==> src/sv/sjis_pkg.sv <==
// Shared types and constants for the Shift-JIS to JIS stream converter.
// Used by the front classifier, the command queue and the byte sequencer.
// Depends on nothing.
package sjis_pkg;

    // Byte values of the escape sequences.
    localparam logic [7:0] EscByte      = 8'h1B;
    localparam logic [7:0] EnterByte1   = 8'h24;
    localparam logic [7:0] EnterByte2   = 8'h42;
    localparam logic [7:0] LeaveByte1   = 8'h28;
    localparam logic [7:0] LeaveByte2   = 8'h4A;

    // Longest run of output bytes that one input byte can cause.
    localparam int MaxRun = 8;

    // Escape that is sent ahead of the data bytes of a command.
    typedef logic [1:0] t_pre;
    localparam t_pre PRE_NONE  = 2'd0;
    localparam t_pre PRE_ENTER = 2'd1;
    localparam t_pre PRE_LEAVE = 2'd2;

    // One classified input byte: an optional leading escape, zero to two
    // data bytes, and an optional closing escape for end of text.
    typedef struct packed {
        t_pre       pre;
        logic [1:0] n_data;
        logic [7:0] data0;
        logic [7:0] data1;
        logic       post_leave;
    } t_cmd;

    // Full-width JIS pairs for the half-width kana 0xA0..0xDF, indexed by
    // the low six bits of the byte minus 0xA0.
    localparam logic [15:0] KanaTab [64] = '{
        16'h2121, 16'h2123, 16'h2156, 16'h2157, 16'h2122, 16'h2126,
        16'h2572, 16'h2521, 16'h2523, 16'h2525, 16'h2527, 16'h2529,
        16'h2563, 16'h2565, 16'h2567, 16'h2543, 16'h213c, 16'h2522,
        16'h2524, 16'h2526, 16'h2528, 16'h252a, 16'h252b, 16'h252d,
        16'h252f, 16'h2531, 16'h2533, 16'h2535, 16'h2537, 16'h2539,
        16'h253b, 16'h253d, 16'h253f, 16'h2541, 16'h2544, 16'h2546,
        16'h2548, 16'h254a, 16'h254b, 16'h254c, 16'h254d, 16'h254e,
        16'h254f, 16'h2552, 16'h2555, 16'h2558, 16'h255b, 16'h255e,
        16'h255f, 16'h2560, 16'h2561, 16'h2562, 16'h2564, 16'h2566,
        16'h2568, 16'h2569, 16'h256a, 16'h256b, 16'h256c, 16'h256d,
        16'h256f, 16'h2573, 16'h212b, 16'h212c
    };

endpackage

==> src/sv/sjis_front.sv <==
// Front classifier: tracks JIS mode and the held lead byte, and turns each
// accepted input byte into at most one command for the back sequencer.
// Depends on sjis_pkg.
module sjis_front (
    input  logic              i_clk,
    input  logic              i_rst_n,
    input  logic              i_accept,
    input  logic [7:0]        i_data_byte,
    input  logic              i_end_of_text,
    output logic              o_push,
    output sjis_pkg::t_cmd    o_cmd
);

    logic       r_jis;
    logic       r_held_valid;
    logic [7:0] r_held_lead;
    logic       n_jis;
    logic       n_held_valid;
    logic [7:0] n_held_lead;

    logic       is_lead;
    logic       is_trail;
    logic       is_kana;
    logic [7:0] lead_sub;
    logic [7:0] hi_base;
    logic [7:0] hi_odd;
    logic [7:0] lo_adj;
    logic [7:0] pair_hi;
    logic [7:0] pair_lo;
    logic [15:0] kana_pair;
    sjis_pkg::t_cmd cmd;

    assign is_lead  = (i_data_byte >= 8'h81 && i_data_byte <= 8'h9F) ||
                      (i_data_byte >= 8'hE0 && i_data_byte <= 8'hFC);
    assign is_trail = (i_data_byte >= 8'h40 && i_data_byte <= 8'h7E) ||
                      (i_data_byte >= 8'h80 && i_data_byte <= 8'hFC);
    assign is_kana  = (i_data_byte >= 8'hA1 && i_data_byte <= 8'hDF);

    // Shift-JIS pair to JIS pair, all arithmetic wrapping in eight bits.
    assign lead_sub = (r_held_lead <= 8'h9F) ? 8'h71 : 8'hB1;
    assign hi_base  = r_held_lead - lead_sub;
    assign hi_odd   = {hi_base[6:0], 1'b1};
    assign lo_adj   = (i_data_byte > 8'h7F) ? (i_data_byte - 8'h01) : i_data_byte;

    always_comb begin
        if (lo_adj >= 8'h9E) begin
            pair_lo = lo_adj - 8'h7D;
            pair_hi = hi_odd + 8'h01;
        end else begin
            pair_lo = lo_adj - 8'h1F;
            pair_hi = hi_odd;
        end
    end

    assign kana_pair = sjis_pkg::KanaTab[i_data_byte[5:0] - 6'h20];

    always_comb begin
        cmd          = '0;
        n_jis        = r_jis;
        n_held_valid = 1'b0;
        n_held_lead  = r_held_lead;

        if (r_held_valid && is_trail) begin
            cmd.pre    = r_jis ? sjis_pkg::PRE_NONE : sjis_pkg::PRE_ENTER;
            cmd.n_data = 2'd2;
            cmd.data0  = pair_hi;
            cmd.data1  = pair_lo;
            n_jis      = 1'b1;
        end else begin
            // A held lead that meets a bad trail is simply forgotten.
            priority if (is_lead) begin
                n_held_valid = 1'b1;
                n_held_lead  = i_data_byte;
            end else if (is_kana) begin
                cmd.pre    = r_jis ? sjis_pkg::PRE_NONE : sjis_pkg::PRE_ENTER;
                cmd.n_data = 2'd2;
                cmd.data0  = kana_pair[15:8];
                cmd.data1  = kana_pair[7:0];
                n_jis      = 1'b1;
            end else if (i_data_byte[7]) begin
                cmd.n_data = 2'd0;
            end else begin
                cmd.pre    = r_jis ? sjis_pkg::PRE_LEAVE : sjis_pkg::PRE_NONE;
                cmd.n_data = 2'd1;
                cmd.data0  = i_data_byte;
                n_jis      = 1'b0;
            end
        end

        if (i_end_of_text) begin
            n_held_valid = 1'b0;
            if (n_jis) begin
                cmd.post_leave = 1'b1;
                n_jis          = 1'b0;
            end
        end
    end

    always_ff @(posedge i_clk) begin
        if (!i_rst_n) begin
            r_jis        <= 1'b0;
            r_held_valid <= 1'b0;
        end else if (i_accept) begin
            r_jis        <= n_jis;
            r_held_valid <= n_held_valid;
        end
    end

    always_ff @(posedge i_clk) begin
        if (i_accept) begin
            r_held_lead <= n_held_lead;
        end
    end

    // Bytes that cause no output push nothing.
    assign o_push = i_accept && ((cmd.n_data != 2'd0) || cmd.post_leave);
    assign o_cmd  = cmd;

endmodule

==> src/sv/sjis_queue.sv <==
// Short command queue between the front classifier and the back sequencer.
// Depends on sjis_pkg for the command type.
module sjis_queue #(
    parameter int DEPTH = 4
) (
    input  logic              i_clk,
    input  logic              i_rst_n,
    input  logic              i_push,
    input  sjis_pkg::t_cmd    i_cmd,
    input  logic              i_pop,
    output logic              o_full,
    output logic              o_nonempty,
    output sjis_pkg::t_cmd    o_head
);

    localparam int PtrW = (DEPTH > 1) ? $clog2(DEPTH) : 1;
    localparam int CntW = $clog2(DEPTH + 1);
    localparam logic [PtrW-1:0] LastPtr = PtrW'(DEPTH - 1);
    localparam logic [CntW-1:0] FullCnt = CntW'(DEPTH);

    sjis_pkg::t_cmd  r_mem [DEPTH];
    logic [PtrW-1:0] r_wr_ptr;
    logic [PtrW-1:0] r_rd_ptr;
    logic [CntW-1:0] r_count;
    logic            do_push;
    logic            do_pop;

    assign o_full     = (r_count == FullCnt);
    assign o_nonempty = (r_count != '0);
    assign do_push    = i_push && !o_full;
    assign do_pop     = i_pop && o_nonempty;
    assign o_head     = r_mem[r_rd_ptr];

    always_ff @(posedge i_clk) begin
        if (do_push) begin
            r_mem[r_wr_ptr] <= i_cmd;
        end
    end

    always_ff @(posedge i_clk) begin
        if (!i_rst_n) begin
            r_wr_ptr <= '0;
            r_rd_ptr <= '0;
            r_count  <= '0;
        end else begin
            if (do_push) begin
                r_wr_ptr <= (r_wr_ptr == LastPtr) ? '0 : r_wr_ptr + 1'b1;
            end
            if (do_pop) begin
                r_rd_ptr <= (r_rd_ptr == LastPtr) ? '0 : r_rd_ptr + 1'b1;
            end
            if (do_push && !do_pop) begin
                r_count <= r_count + 1'b1;
            end else if (do_pop && !do_push) begin
                r_count <= r_count - 1'b1;
            end
        end
    end

endmodule

==> src/sv/sjis_back.sv <==
// Back sequencer: expands one command into its run of output bytes and
// sends them one per cycle, unless the receiver stalls, through a registered output stage.
// Depends on sjis_pkg.
module sjis_back (
    input  logic              i_clk,
    input  logic              i_rst_n,
    input  logic              i_cmd_valid,
    input  sjis_pkg::t_cmd    i_cmd,
    output logic              o_pop,
    input  logic              i_stall,
    output logic              o_valid,
    output logic [7:0]        o_out_byte,
    output logic              o_last_of_run
);

    logic       r_busy;
    logic [7:0] r_bytes [sjis_pkg::MaxRun];
    logic [3:0] r_len;
    logic [2:0] r_pos;
    logic       r_out_valid;
    logic [7:0] r_out_byte;
    logic       r_out_last;

    logic [7:0] n_bytes [sjis_pkg::MaxRun];
    logic [3:0] n_len;
    logic       advance;
    logic       at_last;
    logic       load;

    // Lay the command out as a flat run of bytes.
    always_comb begin
        for (int k = 0; k < sjis_pkg::MaxRun; k++) begin
            n_bytes[k] = 8'h00;
        end
        n_len = 4'd0;
        if (i_cmd.pre != sjis_pkg::PRE_NONE) begin
            n_bytes[0] = sjis_pkg::EscByte;
            n_bytes[1] = (i_cmd.pre == sjis_pkg::PRE_ENTER) ?
                         sjis_pkg::EnterByte1 : sjis_pkg::LeaveByte1;
            n_bytes[2] = (i_cmd.pre == sjis_pkg::PRE_ENTER) ?
                         sjis_pkg::EnterByte2 : sjis_pkg::LeaveByte2;
            n_len      = 4'd3;
        end
        if (i_cmd.n_data != 2'd0) begin
            n_bytes[n_len[2:0]] = i_cmd.data0;
            n_len               = n_len + 4'd1;
        end
        if (i_cmd.n_data == 2'd2) begin
            n_bytes[n_len[2:0]] = i_cmd.data1;
            n_len               = n_len + 4'd1;
        end
        if (i_cmd.post_leave) begin
            n_bytes[n_len[2:0]]        = sjis_pkg::EscByte;
            n_bytes[n_len[2:0] + 3'd1] = sjis_pkg::LeaveByte1;
            n_bytes[n_len[2:0] + 3'd2] = sjis_pkg::LeaveByte2;
            n_len                      = n_len + 4'd3;
        end
    end

    assign advance = r_busy && (!r_out_valid || !i_stall);
    assign at_last = ({1'b0, r_pos} == (r_len - 4'd1));
    assign load    = i_cmd_valid && (!r_busy || (advance && at_last));
    assign o_pop   = load;

    always_ff @(posedge i_clk) begin
        if (!i_rst_n) begin
            r_busy      <= 1'b0;
            r_pos       <= 3'd0;
            r_out_valid <= 1'b0;
        end else begin
            if (load) begin
                r_busy <= 1'b1;
                r_pos  <= 3'd0;
            end else if (advance) begin
                r_busy <= !at_last;
                r_pos  <= r_pos + 3'd1;
            end
            if (advance) begin
                r_out_valid <= 1'b1;
            end else if (!i_stall) begin
                r_out_valid <= 1'b0;
            end
        end
    end

    always_ff @(posedge i_clk) begin
        if (load) begin
            r_bytes <= n_bytes;
            r_len   <= n_len;
        end
        if (advance) begin
            r_out_byte <= r_bytes[r_pos];
            r_out_last <= at_last;
        end
    end

    assign o_valid       = r_out_valid;
    assign o_out_byte    = r_out_byte;
    assign o_last_of_run = r_out_last;

endmodule

==> src/sv/shift_jis_to_jis_stream_core.sv <==
// Top level of the Shift-JIS to 7-bit JIS stream converter.
// Depends on sjis_pkg, sjis_front, sjis_queue and sjis_back.
//
//   Channel  Direction  Handshake            Payload
//   input    in         i_valid / o_stall    i_data_byte[7:0], i_end_of_text
//   output   out        o_valid / i_stall    o_out_byte[7:0], o_last_of_run
//
// An input byte is classified in the cycle it is accepted; the output
// channel then carries one byte per cycle while the receiver does not stall,
// and an input causes zero to eight output bytes. A run reaches the output
// after its command is loaded into the back byte buffer and its first byte
// into the output register. Reset is synchronous and active low; it returns
// to ASCII mode with nothing held. Input stalls only when the queue is full.
module shift_jis_to_jis_stream_core #(
    parameter int QUEUE_DEPTH = 4
) (
    input  logic       i_clk,
    input  logic       i_rst_n,
    input  logic       i_valid,
    output logic       o_stall,
    input  logic [7:0] i_data_byte,
    input  logic       i_end_of_text,
    output logic       o_valid,
    input  logic       i_stall,
    output logic [7:0] o_out_byte,
    output logic       o_last_of_run
);

    logic           in_accept;
    logic           push;
    logic           pop;
    logic           q_full;
    logic           q_nonempty;
    sjis_pkg::t_cmd front_cmd;
    sjis_pkg::t_cmd head_cmd;

    // The stall comes from the queue count register alone, so it never
    // depends on the input valid.
    assign o_stall   = q_full;
    assign in_accept = i_valid && !q_full;

    // The front keeps the mode flag and the held lead byte and turns every
    // transfer into at most one command.
    sjis_front u_front (
        .i_clk         (i_clk),
        .i_rst_n       (i_rst_n),
        .i_accept      (in_accept),
        .i_data_byte   (i_data_byte),
        .i_end_of_text (i_end_of_text),
        .o_push        (push),
        .o_cmd         (front_cmd)
    );

    // The queue lets the front keep taking bytes while a long run of
    // escape and data bytes drains on the output side.
    sjis_queue #(
        .DEPTH (QUEUE_DEPTH)
    ) u_queue (
        .i_clk      (i_clk),
        .i_rst_n    (i_rst_n),
        .i_push     (push),
        .i_cmd      (front_cmd),
        .i_pop      (pop),
        .o_full     (q_full),
        .o_nonempty (q_nonempty),
        .o_head     (head_cmd)
    );

    // The back expands each command and owns the output register, loading
    // the next command on the same cycle the last byte of the previous one
    // moves out.
    sjis_back u_back (
        .i_clk         (i_clk),
        .i_rst_n       (i_rst_n),
        .i_cmd_valid   (q_nonempty),
        .i_cmd         (head_cmd),
        .o_pop         (pop),
        .i_stall       (i_stall),
        .o_valid       (o_valid),
        .o_out_byte    (o_out_byte),
        .o_last_of_run (o_last_of_run)
    );

endmodule

==> config.mk <==
export PLATFORM = sky130hd
export DESIGN_NAME = shift_jis_to_jis_stream_core
export DESIGN_NICKNAME = d
export VERILOG_FILES = /design/src/sv/sjis_pkg.sv /design/src/sv/sjis_front.sv /design/src/sv/sjis_queue.sv /design/src/sv/sjis_back.sv /design/src/sv/shift_jis_to_jis_stream_core.sv
export SDC_FILE = /design/constraint.sdc
export NUM_CORES = 1
export LEC_CHECK = 0
export BUFFER_PORTS_ARGS = -buffer_cell sky130_fd_sc_hd__buf_2
export CAP_MARGIN = 15
export CORE_MARGIN = 8
export CORE_UTILIZATION = 29
export DETAILED_ROUTE_END_ITERATION = 8
export GPL_TIMING_DRIVEN = 0
export SLEW_MARGIN = 20
export SYNTH_ARGS = -nofsm -noshare
export SYNTH_HDL_FRONTEND = slang
export SYNTH_HIERARCHICAL = 1
export SYNTH_SLANG_ARGS = --single-unit
export TNS_END_PERCENT = 30
==> constraint.sdc <==
create_clock -name i_clk -period 11.6 [get_ports i_clk]
set_input_delay 2.32 -clock i_clk [delete_from_list [all_inputs] [get_ports i_clk]]
set_output_delay 2.32 -clock i_clk [all_outputs]
set_load 0.01 [all_outputs]
Word level (Yosys, flattened, before mapping)
Memories as Yosys holds them, arrays and structs flattened. A register that Yosys moved wholly into a read port is not among the register bits.
Cells that the tools add are included.
- register bits: 99
- bits in writable memories: 84
- bits in read-only memories: 1024
- output and inout bits: 11
- memories kept: 2
- add/subtract/negate cells: 17
- magnitude comparators: 24
- equality and inequality tests: 7
- multiplexer cells: 62
- bitwise gates (word level): 18
- reductions and logical operators: 40
- memory list (name ; depth ; width ; read ports ; clocked after memory_dff ; write ports ; line ; RTL):
    (no name shown) ; 64 ; 16 ; 1 ; 0 ; 0 ; sjis_front.sv:55 ; assign kana_pair = sjis_pkg::KanaTab[i_data_byte[5:0] - 6'h20];
    u_queue.r_mem ; 4 ; 21 ; 1 ; 1 ; 1 ; sjis_queue.sv:21 ; sjis_pkg::t_cmd r_mem [DEPTH];
- operator list (kind ; count):
    64-bit two-way mux ; 3
    64-bit bitwise mux ; 2
    8-bit demux with 3-bit select ; 5
    8-bit two-way mux ; 11
    48-bit AND ; 1
    48-bit inverter ; 1
    40-bit AND ; 1
    8-bit >= comparator (second input constant) ; 5
    20-bit two-way mux ; 2
    40-bit inverter ; 1
    32-bit AND ; 1
    8-bit less-or-equal comparator (second input constant) ; 4
    16-bit two-way mux ; 2
    32-bit inverter ; 1
    32-bit bitwise OR ; 1
    8-bit binary-select mux with 3-bit select ; 1
    4-bit >= comparator (second input constant) ; 6
    24-bit bitwise OR ; 1
    21-bit two-way mux ; 1
    1-bit logical AND ; 20
    4-bit by 1-bit < comparator with 1-bit output (second input constant) ; 5
    4-bit two-way mux ; 5
    3-bit inverter with 4-bit output ; 5
    1-bit two-way mux ; 18
    37 further kinds ; 65

Logic depth before layout (Yosys ltp)
- depth in word-level cells: 16
- gate-level depth with buffers: 16

Cells and area by module
Netlist, hierarchy kept.
- modules (own cells, without submodules) (module ; instances ; cells an instance ; area an instance (um^2) ; sequential area each (um^2)):
    sjis_back ; 1 ; 396 ; 4559.4 ; 2412.3
    sjis_queue ; 1 ; 160 ; 3560.9 ; 2702.6
    sjis_front ; 1 ; 273 ; 1959.4 ; 280.3
    shift_jis_to_jis_stream_core ; 1 ; 1 ; 13.8 ; 0.0

Least setup slack after synthesis
No wires, ideal clock.
- path kind: input to register
- from: input i_data_byte[1]
- to: memory u_queue/r_mem[0][8] (netlist bit) (data pin)
- arrival: 5.124 ns
- path slack: 6.201 ns
- cell stages on the path: 15
- buffers on the path: 1
- cells stage by stage: buf_4 -> inv_1 -> ha_1 -> ha_1 -> nand2b_1 -> nor4b_2 -> a21oi_1 -> o31a_4 -> nor2_4 -> inv_1 -> ha_1 -> a21o_1 -> a31oi_1 -> xor2_1 -> nor2_1
- RTL lines (what ; line ; RTL):
    from (decl) ; shift_jis_to_jis_stream_core.sv:21 ; input logic [7:0] i_data_byte,
    to (decl) ; sjis_queue.sv:21 ;

==> results.cfg <==
[logic_synthesis]
netlist.area_leader.share_pct = 50.3
synth_fp_nets = 872
synth_xor_area_share_pct = 2.69
synth.area.mux_share_pct = 11.2
ys_types = 87
synth-compound-area-share_pct = 11.6
avgSynthCellArea_um2 = 12.2
synth_area_leaders = edfxtp_1 50%, mux4_2 5.4%, mux4_1 3.6%
ys_ff_latch = 185
synthAdderAreaFrac_pct = 3.74
ys_seq_area_share_pct = 53.5
syn_area_mm2 = 0.0101
synth_flop_cell = edfxtp_1
synth_top_family_by_area = simple AND/OR/NAND/NOR gates
synthCells = 830
yosys_warnings = 6
synth_top_area_cell = edfxtp_1
synth_commonest_cells = 169 x edfxtp_1, 82 x nand2_1, 44 x a21oi_1, 44 x nor2_1, 44 x o21ai_0
synth_edf_count = 169
async_flop_share_pct = 0
yosysMostFrequentCell = edfxtp_1
synthSimpleGateAreaFrac_pct = 13.7

[power_and_ir_drop]
sequentialPowerShare_pct = 38.4
clkPwrFrac_pct = 21.4
switching_power_mw = 1.00
switching_share_pct = 36.2
combPwrFrac_pct = 40.1
ir_drop_v = 0.000127
p_int_mw = 1.76
p_per_area_mw_per_mm2 = 242
p_leak_nw = 4.01

[critical_path]
worstSetupStartpointType = input port
endpoint_kind = register
worstPathArrival_ns = 6.04
cp.required_ns = 11.78
critPathKind = input port to register
critPathMaxFanout = 10

[timing]
post-route-min-period_ns = 5.86
timing.final.ws_setup_ns = 5.74
finalClockSkew_ns = 0.0122
tightestPinTransition_ns = 0.950
tns_ns = 0
setup_viol = 0
holdWs_ns = 0.516
drv_slew = 0
min_period_over_period_pct = 50.5
clock.fmax_mhz = 171
hold_violations = 0
rsz0062_at_grt = false
slew_headroom_pct = 36.0

[floorplanning]
die_x_um = 203
initial_core_util_pct = 29.4
fp.dieArea_mm2 = 0.0410
core_area_mm2 = 0.0344
die_y_um = 203
num_rows = 68
num_io_pins = 24

[cells_and_area]
stdcell_count = 1342
syn2layout_area_growth_pct = 13.2
diodes = 0
layout-drive-gt1-share_pct = 15.3
num-nets-final = 916
design_area_mm2 = 0.0114
fillCellCount = 3408

[clocking]
cts_tree = done
cts_resized = 0
clockBufferDepth = 2
clkTransAtPathRegs_ns = 0.07
cts_buffers = 17
cts.sinks = 185
htree_levels = 4
hold_buffers = 0
postCtsSetupBuffers = 0
root_buffer = clkbuf_16
clkLatencyLatePin_ns = 0.44

[global_routing]
grt_pass1_wl_um = 38200
antenna_found_initial = 0
grt_pass1_vias = 6703
grtUsageTotal_pct = 11.8
gr-total-overflow = 0
grt_max_degree = 42

[min_path]
hp-class = register to register

[run_status]
status = finished clean

[drt]
drc_errors = 0
finalWirelength_um = 24000
drtAntennaViolNets = 0
wl_per_cell_um = 17.9
drtPass1Iterations = 5
via_count = 6887
viasPerCell = 5.13
first_iter_violations = 595

[placed_design]
globalplace.congestion = 0.918
placed_cells = 1310
place_ws_ns = 5.29
place_hpwl_um = 17100
dpl_cell_area_mm2 = 0.0108
portBuffers = 23

[run]
cap_violations = 0
==> through the flow <==
stage	power, mW	utilization (%)
2_1_floorplan	1.85	-
3_3_place_gp	2.16	31.4
3_5_place_dp	2.18	31.5
4_1_cts	2.78	33.2
5_1_grt	2.92	33.2
6_report	2.77	33.2
==> registers in the layout, indices dropped and copies added (netlist names), 3 cells and up, named ones only <==
signal,cells
u_back/o_out_byte,8
u_back/r_bytes,64
u_back/r_len,4
u_back/r_pos,3
u_front/r_held_lead,8
u_queue/r_count,3
u_queue/r_mem,84
==> power groups by stage <==
stage / registers, mW / logic [mW] / clock network, mW
2_1_floorplan: 1.07 / 0.777 / 0
3_5_place_dp: 1.08 / 1.10 / 0
3_3_place_gp: 1.08 / 1.08 / 0
4_1_cts: 1.07 / 1.11 / 0.605
5_1_grt: 1.08 / 1.21 / 0.632
6_report: 1.06 / 1.11 / 0.593
==> kinds of logic (layout without fill, tap and decap cells) <==
logic type | after synthesis | in the layout
fa+ha+maj | 29 | 29
simple gates | 264 | 264
buf+inv | 83 | 140
compound gates | 180 | 180
xor+xnor | 31 | 31
flops | 185 | 185
mux | 58 | 58
==> area by class of cell <==
type / count / area [um2] / share of cell area, %
buffer: 53 / 253 / 2.21
sequential: 185 / 5400 / 47.2
inverter: 30 / 113 / 0.986
clock buffer: 18 / 429 / 3.76
tap: 455 / 569 / 4.98
clock inverter: 14 / 170 / 1.49
timing repair buffer: 25 / 146 / 1.28
multi-input combinational: 562 / 4350 / 38.0
==> critical path: stages <==
cell,delay (ns)
buf_2,0.20
buf_2,0.31
inv_1,0.18
ha_1,0.34
ha_1,0.32
nand2b_1,0.17
nor4b_2,0.24
a21oi_1,0.13
o31a_4,0.41
nor2_4,0.18
inv_1,0.12
fa_1,0.43
nor2_1,0.15
xor2_1,0.10
o21ai_0,0.42
==> final timing paths <==
check / start / end / slack, ns / cells after the start
max: i_data_byte[0] / u_queue/r_mem[2][5] / 5.74 / 15
min: u_queue/r_wr_ptr[1] / u_queue/r_wr_ptr[1] / 0.52 / 2
max reg2reg: register / u_back/r_bytes[4] / 7.05 / 10
min reg2reg: u_queue/r_wr_ptr[1] / u_queue/r_wr_ptr[1] / 0.52 / 2
==> cells in the final DEF (no fill, tap or decap), drive strengths merged, types with 5 or more instances in the layout <==
cell	instances
xnor2	18
clkbuf	41
o22ai	5
mux4	38
a22oi	9
nand3b	7
edfxtp	169
or3	5
mux2i	9
o211ai	5
o31ai	10
nand3	30
a31oi	10
nor3b	5
nor2	47
and2	11
clkinv	9
inv	31
nand4	9
o21ai	48
a21o	6
and3	6
nor2b	12
nand2	82
a21oi	44
nor3	22
nand2b	8
ha	27
buf	55
dfxtp	16
mux2	11
a21boi	5
a211oi	6
xor2	13
==> layer usage <==
metal	share of wire [%]	wire length (um)	track usage [%]	vias to the layer above
met2	46	11100	18.7	251
met1	46	11000	15.8	3332
li1	-	-	-	3268
met4	2.0	489	3.96	0
met5	0	0	0	-
met3	6.0	1430	2.36	36
(Power assumes the default switching activity.)
